[config.mk]
export PLATFORM = sky130hd
export DESIGN_NAME = open_address_hash_insert_unit
export DESIGN_NICKNAME = d
export VERILOG_FILES = /design/src/rtl/oahi_pkg.sv /design/src/rtl/oahi_front.sv /design/src/rtl/oahi_queue.sv /design/src/rtl/oahi_back.sv /design/src/rtl/open_address_hash_insert_unit.sv
export SDC_FILE = /design/constraint.sdc
export NUM_CORES = 1
export LEC_CHECK = 0
export BUFFER_PORTS_ARGS = -buffer_cell sky130_fd_sc_hd__buf_2
export CORE_ASPECT_RATIO = 0.5
export CORE_MARGIN = 3
export CORE_UTILIZATION = 59
export CTS_CLUSTER_DIAMETER = 200
export DETAILED_ROUTE_END_ITERATION = 8
export GPL_ROUTABILITY_DRIVEN = 0
export PLACE_DENSITY_LB_ADDON = 0.2
export SLEW_MARGIN = 5
export SYNTH_ARGS = -nofsm -noshare
export SYNTH_HDL_FRONTEND = slang
export SYNTH_HIERARCHICAL = 1
export SYNTH_SLANG_ARGS = --single-unit
[constraint.sdc]
create_clock -name i_clk -period 18.15 [get_ports i_clk]
set_clock_uncertainty 0.2 [all_clocks]
set_input_delay 0.9075 -clock i_clk [delete_from_list [all_inputs] [get_ports i_clk]]
set_output_delay 0.9075 -clock i_clk [all_outputs]
set_load 0.01 [all_outputs]
[src/rtl/oahi_pkg.sv]
// Package with the shared types, codes and arithmetic helpers of the hash insert unit.
`default_nettype none

package oahi_pkg;

    // Configuration register indexes.
    localparam logic [1:0] CFG_TABLE_SIZE = 2'd0;
    localparam logic [1:0] CFG_PROBE_MODE = 2'd1;
    localparam logic [1:0] CFG_STEP_PRIME = 2'd2;

    // Key digit width, padded key width and digit count; the front consumes one digit per cycle.
    localparam int DIGIT_W     = 4;
    localparam int KEY_PAD_W   = 32;
    localparam int KEY_DIGITS  = KEY_PAD_W / DIGIT_W;
    localparam int STEP_W      = 7;

    // Job queue between front and back.
    localparam int QUEUE_DEPTH = 2;
    localparam int QPTR_W      = 1;

    typedef enum logic [1:0] {
        MODE_LINEAR = 2'd0,
        MODE_QUAD   = 2'd1,
        MODE_DOUBLE = 2'd2
    } t_probe_mode;

    typedef struct packed {
        logic [30:0] key;
        logic        batch_end;
    } t_item;

    typedef struct packed {
        logic [6:0]  slot;
        logic        placed;
        logic [7:0]  probe_collisions;
        logic [15:0] total_collisions;
    } t_result;

    // Effective configuration, with size and prime already clamped to legal values.
    typedef struct packed {
        logic [7:0]  size;
        t_probe_mode mode;
        logic [6:0]  prime;
    } t_cfg;

    // Work handed from the front to the back.
    typedef struct packed {
        logic [7:0] home;
        logic [7:0] step;
        logic       last;
    } t_job;

    typedef enum logic [1:0] {
        F_IDLE,
        F_KEY,
        F_STEP,
        F_PUSH
    } t_fstate;

    typedef enum logic {
        B_IDLE,
        B_PROBE
    } t_bstate;

    // One restoring remainder step: shift in a bit, subtract the modulus once.
    // Requires rem < m on entry, and leaves rem < m.
    function automatic logic [7:0] mod_step(logic [7:0] rem, logic b, logic [7:0] m);
        logic [8:0] s;
        s = {rem, b};
        if (s >= {1'b0, m}) begin
            s = s - {1'b0, m};
        end
        return s[7:0];
    endfunction

    // Modular add of two values that are both below the modulus.
    function automatic logic [7:0] add_mod(logic [7:0] a, logic [7:0] b, logic [7:0] m);
        logic [8:0] s;
        s = {1'b0, a} + {1'b0, b};
        if (s >= {1'b0, m}) begin
            s = s - {1'b0, m};
        end
        return s[7:0];
    endfunction

endpackage

`default_nettype wire

[src/rtl/oahi_front.sv]
// Front end: accepts keys and computes the home slot and the probe step by digit-serial remainders.
`default_nettype none

module oahi_front (
    input  wire logic            i_clk,
    input  wire logic            i_rst_n,
    input  wire oahi_pkg::t_cfg  i_cfg,
    input  wire logic            i_in_valid,
    output logic                 o_in_ready,
    input  wire oahi_pkg::t_item i_in_data,
    output logic                 o_job_valid,
    input  wire logic            i_job_ready,
    output oahi_pkg::t_job       o_job
);
    import oahi_pkg::*;

    t_fstate                   r_state, n_state;
    logic [KEY_PAD_W-1:0]      r_key, n_key;
    logic [$clog2(KEY_DIGITS)-1:0] r_cnt, n_cnt;
    logic [7:0]                r_rt, n_rt;
    logic [7:0]                r_rp, n_rp;
    logic [STEP_W-1:0]         r_step, n_step;
    logic [7:0]                r_rs, n_rs;
    logic                      r_last, n_last;

    logic [7:0] prime_w;
    logic [7:0] rt_tmp, rp_tmp, rs_tmp;

    assign prime_w = {1'b0, i_cfg.prime};

    always_comb begin
        n_state     = r_state;
        n_key       = r_key;
        n_cnt       = r_cnt;
        n_rt        = r_rt;
        n_rp        = r_rp;
        n_step      = r_step;
        n_rs        = r_rs;
        n_last      = r_last;
        o_in_ready  = 1'b0;
        o_job_valid = 1'b0;
        rt_tmp      = r_rt;
        rp_tmp      = r_rp;
        rs_tmp      = '0;
        case (r_state)
            F_IDLE: begin
                o_in_ready = 1'b1;
                if (i_in_valid) begin
                    n_key   = {1'b0, i_in_data.key};
                    n_last  = i_in_data.batch_end;
                    n_rt    = '0;
                    n_rp    = '0;
                    n_cnt   = '0;
                    n_state = F_KEY;
                end
            end
            F_KEY: begin
                // Both remainders walk the key together, most significant digit first.
                for (int i = 0; i < DIGIT_W; i++) begin
                    rt_tmp = mod_step(rt_tmp, r_key[KEY_PAD_W-1-i], i_cfg.size);
                    rp_tmp = mod_step(rp_tmp, r_key[KEY_PAD_W-1-i], prime_w);
                end
                n_rt  = rt_tmp;
                n_rp  = rp_tmp;
                n_key = r_key << DIGIT_W;
                n_cnt = r_cnt + 1'b1;
                if (r_cnt == KEY_DIGITS[$clog2(KEY_DIGITS)-1:0] - 1'b1) begin
                    n_step  = i_cfg.prime - rp_tmp[STEP_W-1:0];
                    n_state = F_STEP;
                end
            end
            F_STEP: begin
                // The double hash step is at most seven bits, reduced in one pass.
                for (int i = STEP_W - 1; i >= 0; i--) begin
                    rs_tmp = mod_step(rs_tmp, r_step[i], i_cfg.size);
                end
                n_rs    = rs_tmp;
                n_state = F_PUSH;
            end
            F_PUSH: begin
                o_job_valid = 1'b1;
                if (i_job_ready) begin
                    n_state = F_IDLE;
                end
            end
            default: begin
                n_state = F_IDLE;
            end
        endcase
    end

    assign o_job = '{home: r_rt, step: r_rs, last: r_last};

    always_ff @(posedge i_clk) begin
        if (!i_rst_n) begin
            r_state <= F_IDLE;
        end else begin
            r_state <= n_state;
        end
    end

    always_ff @(posedge i_clk) begin
        r_key  <= n_key;
        r_cnt  <= n_cnt;
        r_rt   <= n_rt;
        r_rp   <= n_rp;
        r_step <= n_step;
        r_rs   <= n_rs;
        r_last <= n_last;
    end

endmodule

`default_nettype wire

[src/rtl/oahi_queue.sv]
// Short job queue that decouples the front end from the probe engine.
`default_nettype none

module oahi_queue (
    input  wire logic           i_clk,
    input  wire logic           i_rst_n,
    input  wire logic           i_push_valid,
    output logic                o_push_ready,
    input  wire oahi_pkg::t_job i_push_data,
    output logic                o_pop_valid,
    input  wire logic           i_pop_ready,
    output oahi_pkg::t_job      o_pop_data
);
    import oahi_pkg::*;

    t_job              r_mem [QUEUE_DEPTH];
    logic [QPTR_W-1:0] r_wr_ptr;
    logic [QPTR_W-1:0] r_rd_ptr;
    logic [QPTR_W:0]   r_count;
    logic              push, pop;

    assign o_push_ready = (r_count != QUEUE_DEPTH[QPTR_W:0]);
    assign o_pop_valid  = (r_count != '0);
    assign push         = i_push_valid && o_push_ready;
    assign pop          = o_pop_valid && i_pop_ready;
    assign o_pop_data   = r_mem[r_rd_ptr];

    always_ff @(posedge i_clk) begin
        if (push) begin
            r_mem[r_wr_ptr] <= i_push_data;
        end
    end

    always_ff @(posedge i_clk) begin
        if (!i_rst_n) begin
            r_wr_ptr <= '0;
            r_rd_ptr <= '0;
            r_count  <= '0;
        end else begin
            if (push) begin
                r_wr_ptr <= r_wr_ptr + 1'b1;
            end
            if (pop) begin
                r_rd_ptr <= r_rd_ptr + 1'b1;
            end
            if (push && !pop) begin
                r_count <= r_count + 1'b1;
            end else if (pop && !push) begin
                r_count <= r_count - 1'b1;
            end
        end
    end

endmodule

`default_nettype wire

[src/rtl/oahi_back.sv]
// Probe engine: walks the probe sequence over the occupancy bits and registers each result.
`default_nettype none

module oahi_back #(
    parameter int SLOTS = 128
) (
    input  wire logic           i_clk,
    input  wire logic           i_rst_n,
    input  wire oahi_pkg::t_cfg i_cfg,
    input  wire logic           i_job_valid,
    output logic                o_job_ready,
    input  wire oahi_pkg::t_job i_job,
    output logic                o_res_valid,
    input  wire logic           i_res_ready,
    output oahi_pkg::t_result   o_res
);
    import oahi_pkg::*;

    localparam int POS_W = (SLOTS > 1) ? $clog2(SLOTS) : 1;

    t_bstate    r_state, n_state;
    logic [SLOTS-1:0] r_occ;
    logic [7:0] r_pos, n_pos;
    logic [7:0] r_delta, n_delta;
    logic [7:0] r_stepm, n_stepm;
    logic [7:0] r_coll, n_coll;
    logic       r_last, n_last;
    logic [15:0] r_total;
    t_result    r_out;
    logic       r_out_valid;

    logic [7:0]  inc1, inc2, coll_inc, res_coll;
    logic        hit, fail, finish, out_free;
    logic [16:0] sum;
    logic [15:0] total_sat;

    // One and two reduced modulo the table size.
    assign inc1 = (i_cfg.size == 8'd1) ? 8'd0 : 8'd1;
    assign inc2 = (i_cfg.size <= 8'd2) ? 8'd0 : 8'd2;

    assign hit      = r_occ[r_pos[POS_W-1:0]];
    assign coll_inc = r_coll + 8'd1;
    assign fail     = hit && (coll_inc == i_cfg.size);
    assign out_free = !r_out_valid || i_res_ready;
    assign res_coll = hit ? coll_inc : r_coll;
    assign sum       = {9'd0, res_coll} + {1'b0, r_total};
    assign total_sat = sum[16] ? 16'hFFFF : sum[15:0];

    always_comb begin
        n_state     = r_state;
        n_pos       = r_pos;
        n_delta     = r_delta;
        n_stepm     = r_stepm;
        n_coll      = r_coll;
        n_last      = r_last;
        o_job_ready = 1'b0;
        finish      = 1'b0;
        case (r_state)
            B_IDLE: begin
                o_job_ready = 1'b1;
                if (i_job_valid) begin
                    n_pos   = i_job.home;
                    n_stepm = i_job.step;
                    n_delta = inc1;
                    n_coll  = '0;
                    n_last  = i_job.last;
                    n_state = B_PROBE;
                end
            end
            B_PROBE: begin
                if (!hit || fail) begin
                    if (out_free) begin
                        finish  = 1'b1;
                        n_state = B_IDLE;
                    end
                end else begin
                    n_coll = coll_inc;
                    case (i_cfg.mode)
                        MODE_QUAD: begin
                            n_pos   = add_mod(r_pos, r_delta, i_cfg.size);
                            n_delta = add_mod(r_delta, inc2, i_cfg.size);
                        end
                        MODE_DOUBLE: begin
                            n_pos = add_mod(r_pos, r_stepm, i_cfg.size);
                        end
                        default: begin
                            n_pos = add_mod(r_pos, inc1, i_cfg.size);
                        end
                    endcase
                end
            end
            default: begin
                n_state = B_IDLE;
            end
        endcase
    end

    always_ff @(posedge i_clk) begin
        if (!i_rst_n) begin
            r_state     <= B_IDLE;
            r_occ       <= '0;
            r_total     <= '0;
            r_out_valid <= 1'b0;
        end else begin
            r_state <= n_state;
            if (finish) begin
                r_out_valid <= 1'b1;
                if (r_last) begin
                    r_occ   <= '0;
                    r_total <= '0;
                end else begin
                    r_total <= total_sat;
                    if (!hit) begin
                        r_occ[r_pos[POS_W-1:0]] <= 1'b1;
                    end
                end
            end else if (i_res_ready) begin
                r_out_valid <= 1'b0;
            end
        end
    end

    always_ff @(posedge i_clk) begin
        r_pos   <= n_pos;
        r_delta <= n_delta;
        r_stepm <= n_stepm;
        r_coll  <= n_coll;
        r_last  <= n_last;
        if (finish) begin
            r_out.slot             <= hit ? 7'd0 : r_pos[6:0];
            r_out.placed           <= !hit;
            r_out.probe_collisions <= res_coll;
            r_out.total_collisions <= total_sat;
        end
    end

    assign o_res_valid = r_out_valid;
    assign o_res       = r_out;

endmodule

`default_nettype wire

[src/rtl/open_address_hash_insert_unit.sv]
// Top level of the open-addressing hash insert unit: configuration, front, queue and probe engine.
// Flow: an accepted key walks the front's remainder states F_KEY and F_STEP, one 4-bit
// digit per cycle in F_KEY, and waits in F_PUSH until the queue takes its job; the back
// then examines one slot per cycle until the key is placed or the table proves full.
// The front takes no new key until its job is pushed; the slower side sets throughput.
// Reset: synchronous active low; clears all occupancy bits, the batch total, the queue and
// both valid flags, and loads the registers with size 128, linear probing and prime 127.
`default_nettype none

module open_address_hash_insert_unit #(
    parameter int TABLE_DEPTH = 128
) (
    input  wire logic              i_clk,
    input  wire logic              i_rst_n,
    input  wire logic              i_cfg_we,
    input  wire logic [1:0]        i_cfg_idx,
    input  wire logic [7:0]        i_cfg_data,
    input  wire logic              i_in_valid,
    output logic                   o_in_ready,
    input  wire oahi_pkg::t_item   i_in_data,
    output logic                   o_out_valid,
    input  wire logic              i_out_ready,
    output oahi_pkg::t_result      o_out_data
);
    import oahi_pkg::*;

    // The size register is eight bits wide, so no more than 255 slots can ever be probed.
    // Occupancy storage is sized to the smaller of the table depth and that limit.
    localparam int         SLOTS   = (TABLE_DEPTH < 255) ? TABLE_DEPTH : 255;
    localparam logic [7:0] SLOTS_B = 8'(SLOTS);

    logic [7:0] r_table_size;
    logic [1:0] r_probe_mode;
    logic [6:0] r_step_prime;
    t_cfg       cfg;

    logic job_valid_f, job_ready_f;
    t_job job_f;
    logic job_valid_b, job_ready_b;
    t_job job_b;

    // Configuration writes land directly. The user must write only while the block is idle;
    // it does not enforce this. The clamped values below feed both halves with no shadow copies.
    always_ff @(posedge i_clk) begin
        if (!i_rst_n) begin
            r_table_size <= 8'd128;
            r_probe_mode <= MODE_LINEAR;
            r_step_prime <= 7'd127;
        end else if (i_cfg_we) begin
            case (i_cfg_idx)
                CFG_TABLE_SIZE: r_table_size <= i_cfg_data;
                CFG_PROBE_MODE: r_probe_mode <= i_cfg_data[1:0];
                CFG_STEP_PRIME: r_step_prime <= i_cfg_data[6:0];
                default: begin
                end
            endcase
        end
    end

    // A zero size acts as a single slot and sizes past the storage are clipped to it.
    // Primes below two act as two. The unused mode code falls through to linear probing
    // inside the probe engine.
    always_comb begin
        cfg.size  = r_table_size;
        if (r_table_size == 8'd0) begin
            cfg.size = 8'd1;
        end else if (r_table_size > SLOTS_B) begin
            cfg.size = SLOTS_B;
        end
        cfg.mode  = t_probe_mode'(r_probe_mode);
        cfg.prime = (r_step_prime < 7'd2) ? 7'd2 : r_step_prime;
    end

    // The front works the key modulo the table size and modulo the prime, digit by digit,
    // then reduces the double hash step modulo the table size.
    oahi_front u_front (
        .i_clk       (i_clk),
        .i_rst_n     (i_rst_n),
        .i_cfg       (cfg),
        .i_in_valid  (i_in_valid),
        .o_in_ready  (o_in_ready),
        .i_in_data   (i_in_data),
        .o_job_valid (job_valid_f),
        .i_job_ready (job_ready_f),
        .o_job       (job_f)
    );

    // The queue lets the front start on the next key while the back is still probing.
    oahi_queue u_queue (
        .i_clk        (i_clk),
        .i_rst_n      (i_rst_n),
        .i_push_valid (job_valid_f),
        .o_push_ready (job_ready_f),
        .i_push_data  (job_f),
        .o_pop_valid  (job_valid_b),
        .i_pop_ready  (job_ready_b),
        .o_pop_data   (job_b)
    );

    // The back examines one slot per cycle, stepping the position incrementally so that
    // no multiplier is needed for the quadratic or double hashing offsets. Its output
    // register holds a finished beat while the next job is already probing.
    oahi_back #(
        .SLOTS (SLOTS)
    ) u_back (
        .i_clk       (i_clk),
        .i_rst_n     (i_rst_n),
        .i_cfg       (cfg),
        .i_job_valid (job_valid_b),
        .o_job_ready (job_ready_b),
        .i_job       (job_b),
        .o_res_valid (o_out_valid),
        .i_res_ready (i_out_ready),
        .o_res       (o_out_data)
    );

    // A failed insert reports slot zero and exactly one collision per usable slot.
    a_fail_shape: assert property (@(posedge i_clk) disable iff (!i_rst_n)
        (o_out_valid && !o_out_data.placed) |->
            (o_out_data.slot == 7'd0) && (o_out_data.probe_collisions == cfg.size))
        else $error("failed insert with wrong slot or collision count");

    // A placed key met fewer occupied slots than the table holds.
    a_place_bound: assert property (@(posedge i_clk) disable iff (!i_rst_n)
        (o_out_valid && o_out_data.placed) |->
            (o_out_data.probe_collisions < cfg.size))
        else $error("placed key reports too many collisions");

    // The front takes one key at a time and is busy right after accepting a beat.
    a_front_busy: assert property (@(posedge i_clk) disable iff (!i_rst_n)
        (i_in_valid && o_in_ready) |=> !o_in_ready)
        else $error("front accepted a second key while still working");

endmodule

`default_nettype wire

# == Word-level counts from Yosys, hierarchy flattened ==
# Memory sizes are Yosys's and may differ from the RTL's. A register that Yosys moved wholly into a read port is not among the register bits.
# Cells that the tools add are included.
# W data, S select, Z words.
# classes
add_sub_neg,31
n_lt_le_gt_ge,24
n_reduce_logical,30
n_bitwise,2
eq_ne,18
n_mux,86
# op_table
op,count
$mux W8,43
$mux W128,2
$or A128 B128 Y128,1
$ge A9 B8 Y1,14
$sub A8 B8 Y8,14
$pmux W8 S2,6
$pmux W32 S2,1
$ge A9 B7 Y1,4
$mux W16,2
$mux W32,1
$sub A8 B7 Y8,4
$add A8 B8 Y9,2
$mux W1,18
$reduce_and A2 Y1,9
$add A8 B16 Y17,1
$mux W2,6
$ne A2 B2 Y1 const B,5
$add A8 B1 Y9,1
$add A8 B2 Y9,1
$add A8 B1 Y8 const B,1
$eq A2 B2 Y1 const B,4
$eq A8 B1 Y1 const B,1
$eq A8 B8 Y1,1
$ge A1 B8 Y1,1
29 further kinds,48
# totals
in_bits,47
out_inout_bits,34
mem_bits_rw,34
memories,1
regBits,301
word_cells,219
# mem_list
name,words,width,rd,rd_ports_with_merged_regs,write_ports,line_no,rtl
u_queue.r_mem,2,17,1,1,1,oahi_queue.sv:16,t_job r_mem [QUEUE_DEPTH];

# == Longest topological paths before layout ==
# Gate-level depths: netlist (run 1).
# depth
word_depth,23
depth_mapped,74
ltp_nobuf,69

# == Hierarchy ==
# The synthesis (run 1) kept the hierarchy.
# modules_own_cells
module,area_per_inst_um2,n_inst,cells_per_inst,seq_area_each_um2
oahi_back,12146.6,1,1241,4874.7
oahi_front,8811.0,1,974,2052.0
oahi_queue,1467.7,1,77,1121.1
open_address_hash_insert_unit,817.0,1,94,340.3

# == Worst setup path after synthesis (run 1) ==
# Ideal clock, no wire load.
# synth_path
kind,flip-flop to flip-flop
from,register r_table_size[7]
to,"register u_front.r_rs[3], data pin"
required_time_ps,17670
arrival_time_ps,14070
path_buffers,5
period_less_slack_ps,14550
stages_incl_launch_ff,67
setup_slack_ps,3600
setup_time_ps,280
cell_sequence,dfxtp_1 nor2b_1 inv_1 ha_1 inv_1 a211o_1 nor2_1 a21oi_1 inv_1 ha_1 nor2b_1 o221ai_1 a2bb2oi_1 a211o_1 buf_2 mux2_2 ha_1 and3_1 [31 not listed] nand2b_1 a211oi_1 mux2_4 buf_6 nand2_1 o21ai_0 ha_1 nor2b_1 o21a_1 o21ai_0 a21oi_1 o21a_1 o21ai_0 nand2b_1 nor2_1 o211ai_2 o31ai_4 o221ai_1
# synth_lines
item,line_no,rtl
start: declaration,open_address_hash_insert_unit.sv:32,logic [7:0] r_table_size;
start signal: assignment,open_address_hash_insert_unit.sv:51,CFG_TABLE_SIZE: r_table_size <= i_cfg_data;
end signal: assignment,oahi_front.sv:108,r_rs <= n_rs;
end: declaration,oahi_front.sv:23,"logic [7:0] r_rs, n_rs;"

==> results of run 1 <==
[area by class of cell]
| class | count | area [um^2] | area share (%) |
|---|---|---|---|
| Multi-Input combinational cell | 1816 | 13900 | 55.3 |
| Tap cell | 520 | 651 | 2.60 |
| Inverter | 132 | 495 | 1.98 |
| Timing Repair Buffer | 103 | 573 | 2.29 |
| Clock inverter | 9 | 97.6 | 0.390 |
| Clock buffer | 47 | 993 | 3.97 |
| Sequential cell | 336 | 8390 | 33.5 |
[sequential cells by signal, indices dropped and copies added, names as in the netlist, 2 cells and up, named ones only]
| name | cells |
|---|---|
| u_back/r_occ | 128 |
| u_back/o_res | 32 |
| u_front/r_cnt | 3 |
| r_step_prime | 7 |
| u_front/r_rt | 8 |
| u_front/r_rp | 8 |
| u_back/r_total | 16 |
| u_back/r_delta | 8 |
| r_probe_mode | 2 |
| u_back/r_coll | 8 |
| u_front/r_key | 32 |
| u_front/r_rs | 8 |
| u_back/r_stepm | 8 |
| u_back/r_pos | 8 |
| u_queue/r_mem | 34 |
| u_front/r_step | 7 |
| u_front/r_state | 2 |
| u_queue/r_count | 2 |
| r_table_size | 8 |
[worst register-to-register path, delay by kind of cell (launching register included)]
kind | cells | cell delay [ns]
AOI/OAI and AO/OA | 33 | 7.99
and+or+nand+nor | 14 | 2.40
adders and majority gates | 7 | 2.25
buffers and inverters | 5 | 1.16
muxes | 3 | 1.11
DFF | 1 | 0.62
[kinds of logic (layout without fill, tap and decap cells)]
family,after synthesis,in the layout,share of synthesized area [%]
adder cells (fa/ha/maj),208,208,11.9
XOR/XNOR,143,143,5.68
multiplexers,161,161,8.21
buffers and inverters,234,291,4.48
flip-flops,336,336,36.1
AND/OR/NAND/NOR,689,689,15.1
AO/OA/AOI/OAI,615,615,18.6
[per-layer routing]
metal / part of all wire, % / vias up / global-route usage [%] / wire length, um
li1: - / 8908 / - / -
met1: 44 / 8773 / 36.0 / 25100
met2: 47 / 549 / 44.7 / 26500
met3: 6.2 / 102 / 3.78 / 3480
met4: 2.5 / 0 / 6.61 / 1420
met5: 0 / - / 0 / 0
[stage by stage]
stage | hold WS (ns) | util [%] | setup slack [ns]
after detailed placement | 0.247 | 62.9 | 2.48
after CTS | 0.259 | 65.8 | 2.40
after floorplan | 0.221 | - | 3.60
after global placement | 0.226 | 62.9 | 2.81
after global routing | 0.275 | 65.8 | 0.947
final | 0.257 | 65.8 | 2.12
[Yosys cell counts (7+ instances only)]
library cell  instances  area [um^2]
o211ai_1             15          113
edfxtp_1            166         4980
or3_1                11         68.8
xnor2_1              90          788
ha_1                186         2330
xor2_1               48          420
buf_2                18         90.1
a21oi_1             115          576
a221oi_1             10         87.6
a221o_1               7         70.1
o22ai_1              11         68.8
nand3_1              37          185
mux4_2               15          338
o21bai_1             10         75.1
o221ai_1             13          114
and3_1               23          144
nand2_1             129          484
o21a_1              149         1120
o21ai_0             100          500
fa_1                 22          440
or2_2                12         75.1
a31oi_1              10         62.6
a21boi_0             10         75.1
nor2_1              142          533
a22oi_1               7         52.6
o2111ai_1             9         78.8
a211oi_1             16          120
nor3_1              164          821
mux2i_1              64          641
clkbuf_1             62          233
o31ai_1               8         60.1
nand2b_1             34          213
and2_1               19          119
dfxtp_1             170         3400
a21o_1               43          323
nand4_1              24          150
a32o_1               10          100
nand4b_1              7         61.3
nor2b_1              51          319
buf_6                15          169
inv_1               129          484
mux2_2               79          890
[how the worst max path moves through the flow]
stage	to	from	depth (start not counted)	slack, ns
3_5_place_dp	u_front/r_rs[3]	r_table_size[7]	62	2.48
4_1_cts	u_front/r_rs[3]	r_table_size[7]	62	2.40
6_report	u_front/r_rs[3]	r_table_size[7]	62	2.12
3_3_place_gp	u_front/r_rs[5]	r_table_size[7]	62	2.81
2_1_floorplan	u_front/r_rs[3]	r_table_size[7]	66	3.60
5_1_grt	u_front/r_rs[5]	r_table_size[7]	64	0.95
==> metrics.md, run 1 <==
| Metric | Value |
|---|---|
| Final Instance Count excl. Fillers | `2963` |
| Post-Synthesis Cells | `roughly 2400` |
| Final instance area | `about 25000 um^2` |
| Largest net degree at the start of global routing | `90` |
| Worst slew margin | `between 15 and 20%` |
| Core ar. | `38100 um^2` |
| Setup Total Neg Slack | `0 ns` |
| Final HPWL DP | `between 30000 and 40000 um` |
| Status | `finished, final reports clean` |
| Total clock sinks | `~340` |
| CP Launch Type | `flop` |
| Fin crit share | `88.3%` |
| CTS resizes | `0` |
| Crit-path max FO | `16` |
| Reg clk slew, reported paths | `0.08 ns` |
| Tmin final | `between 15 and 20 ns` |
| Synthesis-stage register bit count | `~340` |
| Reg2Reg Setup Slack | `roughly 2.1 ns` |
| First-pass GRT wire length | `91800 um` |
| Min-Delay Path Class | `flop to flop` |
| Most frequent cells in the layout | `ha_1 (185), dfxtp_1 (170), edfxtp_1 (166)` |
| Post-Place Cells | `2907` |
| Initial antenna violation count | `0` |
| Area of the die | `42000 um^2` |
| Root Driver | `clkbuf_16` |
| Rows | `50` |
| Remaining antenna violation count | `0` |
| TritonCTS clock tree | `done` |
| Mapped Nets | `between 2000 and 3000` |
| Worst setup path class | `flop to flop` |
| Worst path top cell family by delay | `compound AO/OA/AOI/OAI gates` |
| I/O Buffers | `80` |
| Yosys warns | `6` |
| Final setup viols | `0` |
| Hold_buf cts | `0` |
| Worst r2r src | `r_table_size[7]` |
| WP data required | `18.24 ns` |
| R2R cell count | `62` |
| Sequential fraction of the synthesis area | `a little over a third` |
| Layout cells sized above 1 | `a little under an eighth` |
| Synth Flop Type | `dfxtp_1` |
| Drt first pass iters | `6` |
| Arr. time, crit path | `around 16 ns` |
| Post-synth EDFFs | `approximately 170` |
| R2R Path End | `u_front/r_rs[3]` |
| H-tree depth | `1` |
| Hold Fails Final Rpt | `0` |
| CTS buffer count | `30` |
| # fillers | `approximately 3100` |
| Gr ovfl total | `0` |
| WL per Instance | `19.1 um` |
| Avg Inst Size Synth | `roughly 10 um^2` |
| CP bufs+invs | `5` |
| Via density | `6.19` |
| Most used cell, CP | `a21oi_1` |
| Peak Freq | `62.4 MHz` |
| Worst skew pair latency | `slightly below 0.6 ns` |
| Vias in the first global route | `around 18000` |
| Slew @ Worst Pin | `about 1.2 ns` |
| Hold Path Origin | `u_front/r_rs[1]` |
| Max Cap Violations | `0` |
| Die X | `approximately 290 um` |
| Antenna diode count | `0` |
| Drt drc | `0` |
| Fraction of registers with async set/reset | `0%` |
| Via count | `18332` |
| Slowest-stage cell, CP | `dfxtp_1` |
| Hold path cells | `0` |
| Total GRT Usage | `between 20% and 30%` |
| Post-Syn Area | `between 20000 and 25000 um^2` |
| Commonest non-fill, non-tap cell in the layout | `ha_1` |
| Top Ports | `81` |
| Initial Utilization | `between 60 and 70%` |
| Layout net count | `about 2700` |
| CP Capture Type | `flop` |
| Distinct cells, synth | `98` |
| Layout area overhead | `7.78%` |
| WL final | `56500 um` |
| Hold endpoint | `u_queue/r_mem[0][2]` |
| DIE HEIGHT | `roughly 150 um` |
| Setup bufs post-CTS | `0` |
| Max Slew Vio Count | `0` |
| Maximum clock path buffer count | `3` |
| Post-DP Area | `~24000 um^2` |
| DRT iter0 DRCs | `between 1000 and 1500` |
| Delay of the slowest critical-path stage | `about 0.62 ns` |
| RSZ-0062 raised after global routing | `false` |
Power of run 1 is not shown: default switching activity piles up to over one toggle a cycle in this logic, so the estimate is an artifact.
==> run 2, diff against run 1 <==
- CORE_UTILIZATION: 59 -> 50
- REMOVE_ABC_BUFFERS: unset -> 1
==> run 2 against run 1 <==
Effect of this change: global-route usage decreased by 4.1 points; register-to-register slack better by 0.12 ns; fmax grew 0.73%; first-iteration DRC count increased by 2.4%; core utilization shrank 11 points; design area grew 0.25%; sequential share of layout area is 0.083 points lower; final cell count increased by 3.7%; clock-buffer cell count down 2; non-clock buffer count grew 1; worst hold slack worse by 0.0070 ns; critical path depth is 1 higher; critical endpoint is now u_front/r_rs[4].
==> metrics.md, run 2 (synthesis results as in run 1) <==
| Metric | Value |
|---|---|
| Hold path cells | `0` |
| Worst slew margin | `19.3%` |
| Vias in the first global route | `~17000` |
| Grt met3 use | `between 2 and 3%` |
| Worst skew pair latency | `0.60 ns` |
| Delay of the slowest critical-path stage | `between 0.6 and 0.7 ns` |
| WP data required | `between 15 and 20 ns` |
| M1 GR Usage | `31.3%` |
| Fin crit share | `87.7%` |
| Peak Freq | `between 60 and 70 MHz` |
| WL per Instance | `18.6 um` |
| Crit-path max FO | `18` |
| CP Launch Type | `flop` |
| Gr ovfl total | `0` |
| Most Crowded Layer GR | `met2` |
| Final setup viols | `0` |
| Reg2Reg Setup Slack | `roughly 2.2 ns` |
| Max FFs per register | `between 100 and 150` |
| Hold Path Origin | `u_front/r_rs[4]` |
| WL final | `roughly 57000 um` |
| Min-Delay Path Class | `flop to flop` |
| Worst path top cell family by delay | `compound AO/OA/AOI/OAI gates` |
| Commonest non-fill, non-tap cell in the layout | `ha_1` |
| GR Util met2 | `about 38%` |
| Hold_buf cts | `0` |
| Initial Utilization | `approximately half` |
| Drt drc | `0` |
| First-pass GRT wire length | `90900 um` |
| TritonCTS clock tree | `done` |
| Rows | `55` |
| I/O Buffers | `80` |
| Most frequent cells in the layout | `ha_1 (185), dfxtp_1 (170), edfxtp_1 (166)` |
| Via density | `about 5.9` |
| Final HPWL DP | `40500 um` |
| H-tree depth | `1` |
| Die X | `approximately 310 um` |
| Initial antenna violation count | `0` |
| Layout net count | `between 2000 and 3000` |
| Tmin final | `about 16 ns` |
| Worst setup path class | `flop to flop` |
| R2R Path End | `u_front/r_rs[4]` |
| Final instance area | `25100 um^2` |
| Top Ports | `81` |
| Worst r2r src | `r_table_size[7]` |
| Setup Total Neg Slack | `0 ns` |
| Total clock sinks | `roughly 340` |
| Biggest register | `u_back/r_occ` |
| CTS buffer count | `31` |
| Maximum clock path buffer count | `3` |
| Remaining antenna violation count | `0` |
| Setup bufs post-CTS | `0` |
| R2R cell count | `63` |
| Post-Place Cells | `approximately 3000` |
| Core ar. | `45600 um^2` |
| Hold endpoint | `u_queue/r_mem[0][5]` |
| Final Instance Count excl. Fillers | `3072` |
| Area of the die | `just under 50000 um^2` |
| Hold Fails Final Rpt | `0` |
| Arr. time, crit path | `roughly 16 ns` |
| Max Slew Vio Count | `0` |
| CTS resizes | `0` |
| Slew @ Worst Pin | `between 1 and 1.5 ns` |
| Layout area overhead | `8.05%` |
| CP bufs+invs | `7` |
| Most used cell, CP | `ha_1` |
| Antenna diode count | `0` |
| Reg clk slew, reported paths | `0.07 ns` |
| Root Driver | `clkbuf_16` |
| Post-DP Area | `around 24000 um^2` |
| Largest net degree at the start of global routing | `74` |
| CP Capture Type | `flop` |
| Via count | `approximately 18000` |
| Status | `finished, final reports clean` |
| DRT iter0 DRCs | `roughly 1500` |
| Max Cap Violations | `0` |
| Largest regs | `u_back/r_occ (128), u_queue/r_mem (34)` |
| DIE HEIGHT | `roughly 160 um` |
| RSZ-0062 raised after global routing | `false` |
| Total GRT Usage | `between 20% and 30%` |
| Slowest-stage cell, CP | `o21ai_0` |
| Drt first pass iters | `7` |
| Layout cells sized above 1 | `between 10% and 20%` |
-- run 2: changes by cell type in the layout (fill, tap and decap cells not counted) --
cell,previous run,this run
inv_6,1,0
clkinvlp_4,2,0
clkbuf_16,36,33
clkinv_8,1,0
clkbuf_1,5,8
inv_8,1,0
clkbuf_2,1,0
inv_16,0,1
clkbuf_8,5,4
buf_4,23,24
clkinv_2,2,9
-- run 2: metal layers --
layer	vias up	share of wire (%)
li1	8905	-
met1	8781	48
met2	422	46
met3	84	4.6
met4	0	1.9
met5	-	0
-- run 2: worst max path at each step --
stage / startpoint / end / slack [ns] / cells past startpoint
after floorplan: r_table_size[7] / u_front/r_rs[3] / 3.48 / 62
after global placement: r_table_size[7] / u_front/r_rs[4] / 2.91 / 63
after detailed placement: r_table_size[7] / u_front/r_rs[4] / 2.39 / 63
after CTS: r_table_size[7] / u_front/r_rs[4] / 2.34 / 63
after global routing: r_table_size[7] / u_front/r_rs[4] / 0.83 / 66
final: r_table_size[7] / u_front/r_rs[4] / 2.23 / 63
-- run 2: cell type report --
type | instances | area, um^2
timing repair buffer | 104 | 581
clock buffer | 45 | 911
multi-input combinational | 1816 | 13900
clock inverter | 12 | 101
tap | 627 | 785
fill | 4106 | 20400
inverter | 132 | 495
sequential | 336 | 8390
-- run 2: through the flow --
stage / util, % / setup slack (ns) / hold WS [ns]
global route: 55.1 / 0.832 / 0.266
CTS: 55.1 / 2.34 / 0.250
detailed placement: 52.9 / 2.39 / 0.234
finish: 55.1 / 2.23 / 0.250
global placement: 52.9 / 2.91 / 0.229
floorplan: - / 3.48 / 0.221
Power of run 2 is left out for the same reason.
==> run 3, diff against run 2 <==
- SYNTH_HIERARCHICAL: 1 -> unset
==> run 3 against run 2 <==
Effect of this change: register-to-register slack worse by 0.75 ns; highest routed layer unchanged; worst setup slack worse by 0.75 ns; via count is 5.3% lower; clock-buffer cell count is 11 lower; critical path depth is 12 higher; die area is 5.4% lower.
==> metrics.md, run 3 <==
| Metric | Value |
|---|---|
| Core ar. | `approximately 43000 um^2` |
| Layout cells sized above 1 | `roughly 12%` |
| Top Ports | `slightly above 80` |
| Arr. time, crit path | `~17 ns` |
| Biggest register | `u_back.r_occ` |
| Sequential fraction of the synthesis area | `between 30% and 40%` |
| Most frequent cells in the layout | `nor2_1 (295), a21oi_1 (245), ha_1 (185)` |
| # fillers | `~3800` |
| Largest regs | `u_back.r_occ (128), u_queue.r_mem (34)` |
| Hold WS | `between 0.2 and 0.3 ns` |
| Status | `finished, final reports clean` |
| Yosys warns | `0` |
| Maximum clock path buffer count | `3` |
| Gr ovfl total | `0` |
| RSZ-0062 raised after global routing | `false` |
| Antenna diode count | `0` |
| Die X | `between 300 and 400 um` |
| Via count | `~17000` |
| Remaining antenna violation count | `0` |
| H-tree depth | `1` |
| Final HPWL DP | `between 30000 and 40000 um` |
| Commonest non-fill, non-tap cell in the layout | `nor2_1` |
| Synth top area cells | `edfxtp_1 (23%), dfxtp_1 (15%), ha_1 (11%)` |
| DIE HEIGHT | `approximately 150 um` |
| Avg Inst Size Synth | `9.38 um^2` |
| Reg clk slew, reported paths | `0.07 ns` |
| Area of the die | `roughly 47000 um^2` |
| Drt drc | `0` |
| Initial antenna violation count | `0` |
| Yosys top cell by area | `edfxtp_1` |
| CP Launch Type | `flop` |
| Worst slew margin | `between 20% and 30%` |
| Via density | `between 5 and 6` |
| Tmin final | `approximately 17 ns` |
| DRT iter0 DRCs | `around 1300` |
| Layout net count | `about 2700` |
| CTS buffer count | `31` |
| Largest net degree at the start of global routing | `90` |
| Slowest-stage cell, CP | `or4b_2` |
| Max Slew Vio Count | `0` |
| Initial Utilization | `between 50% and 60%` |
| Area fraction of the dominant cell type after synthesis | `a little under a quarter` |
| Post-Syn Area | `~22000 um^2` |
| Total clock sinks | `about 340` |
| Reg2Reg Setup Slack | `1.48 ns` |
| Hold Fails Final Rpt | `0` |
| Worst setup path class | `flop to flop` |
| Min-Delay Path Class | `flop to flop` |
| WP data required | `around 18 ns` |
| CTS resizes | `0` |
| Synth Flop Type | `dfxtp_1` |
| Post-Synthesis Cells | `roughly 2300` |
| Max FFs per register | `between 100 and 150` |
| Worst skew pair latency | `0.59 ns` |
| I/O Buffers | `80` |
| Slew @ Worst Pin | `1.12 ns` |
| Fraction of registers with async set/reset | `0%` |
| Setup Total Neg Slack | `0 ns` |
| CP Capture Type | `flop` |
| Max Cap Violations | `0` |
| Root Driver | `clkbuf_16` |
| Rows | `between 50 and 60` |
| Delay of the slowest critical-path stage | `approximately 0.66 ns` |
| Fin crit share | `about nine tenths` |
| Distinct cells, synth | `84` |
| Setup bufs post-CTS | `0` |
| Hold_buf cts | `0` |
| Most common cell in the netlist | `nor2_1` |
| Synth top cells by count | `nor2_1 (303), a21oi_1 (245), ha_1 (186)` |
| WL per Instance | `18.0 um` |
| Peak Freq | `~60 MHz` |
| Vias in the first global route | `roughly 16000` |
| Synthesis-stage register bit count | `roughly 340` |
| Drt first pass iters | `5` |
| WL final | `around 54000 um` |
| First-pass GRT wire length | `just under 90000 um` |
| Post-synth EDFFs | `between 150 and 200` |
| Final setup viols | `0` |
| TritonCTS clock tree | `done` |
| Layout area overhead | `9.35%` |
| Total GRT Usage | `between 20% and 30%` |
| Crit-path max FO | `16` |
-- run 3: worst paths after layout --
path                    endpoint  cells after the start       startpoint
min reg2reg  u_queue.r_mem[1][7]                      0  u_front.r_rs[6]
min          u_queue.r_mem[1][7]                      0  u_front.r_rs[6]
max              u_front.r_rs[2]                     75  r_table_size[4]
max reg2reg      u_front.r_rs[2]                     75  r_table_size[4]
-- run 3: logic make-up after synthesis --
family	synth area share, %
xor+xnor	5.30
compound gates	16.9
simple gates	15.2
flops	38.2
buf+inv	3.78
mux	7.97
fa+ha+maj	12.6
-- run 3: routing by layer --
metal / GRT usage (%) / up-vias / routed length, um
met5: 0 / - / 0
met4: 5.02 / 0 / 1040
met3: 2.99 / 68 / 2760
met2: 37.1 / 418 / 24300
met1: 32.7 / 8214 / 25800
li1: - / 8531 / -
-- run 3: cell type report --
class                      instances  area [um^2]  area share [%]
multi-input combinational       1788        12800            53.3
inverter                         135          507            2.11
tap                              577          722            3.01
clock inverter                    23          249            1.04
sequential                       336         8390            34.9
clock buffer                      34          787            3.28
timing repair buffer             103          573            2.39
-- run 3: critical path: cells and delay by family (launching register included) --
family | cells | cell delay [ns]
fa+ha+maj | 8 | 2.22
simple gates | 23 | 4.56
compound gates | 35 | 7.99
buf+inv | 9 | 1.04
flops | 1 | 0.35
-- run 3: metrics by stage --
step	setup slack [ns]	util (%)	instances	instance area, um^2
after floorplan	2.52	-	2259	21600
after global placement	1.98	53.9	2939	23000
after detailed placement	1.64	53.9	2939	23000
after CTS	1.57	56.3	2996	24000
after global routing	0.0204	56.3	2996	24000
final	1.48	56.3	2996	24000
Power of run 3 is left out for the same reason.
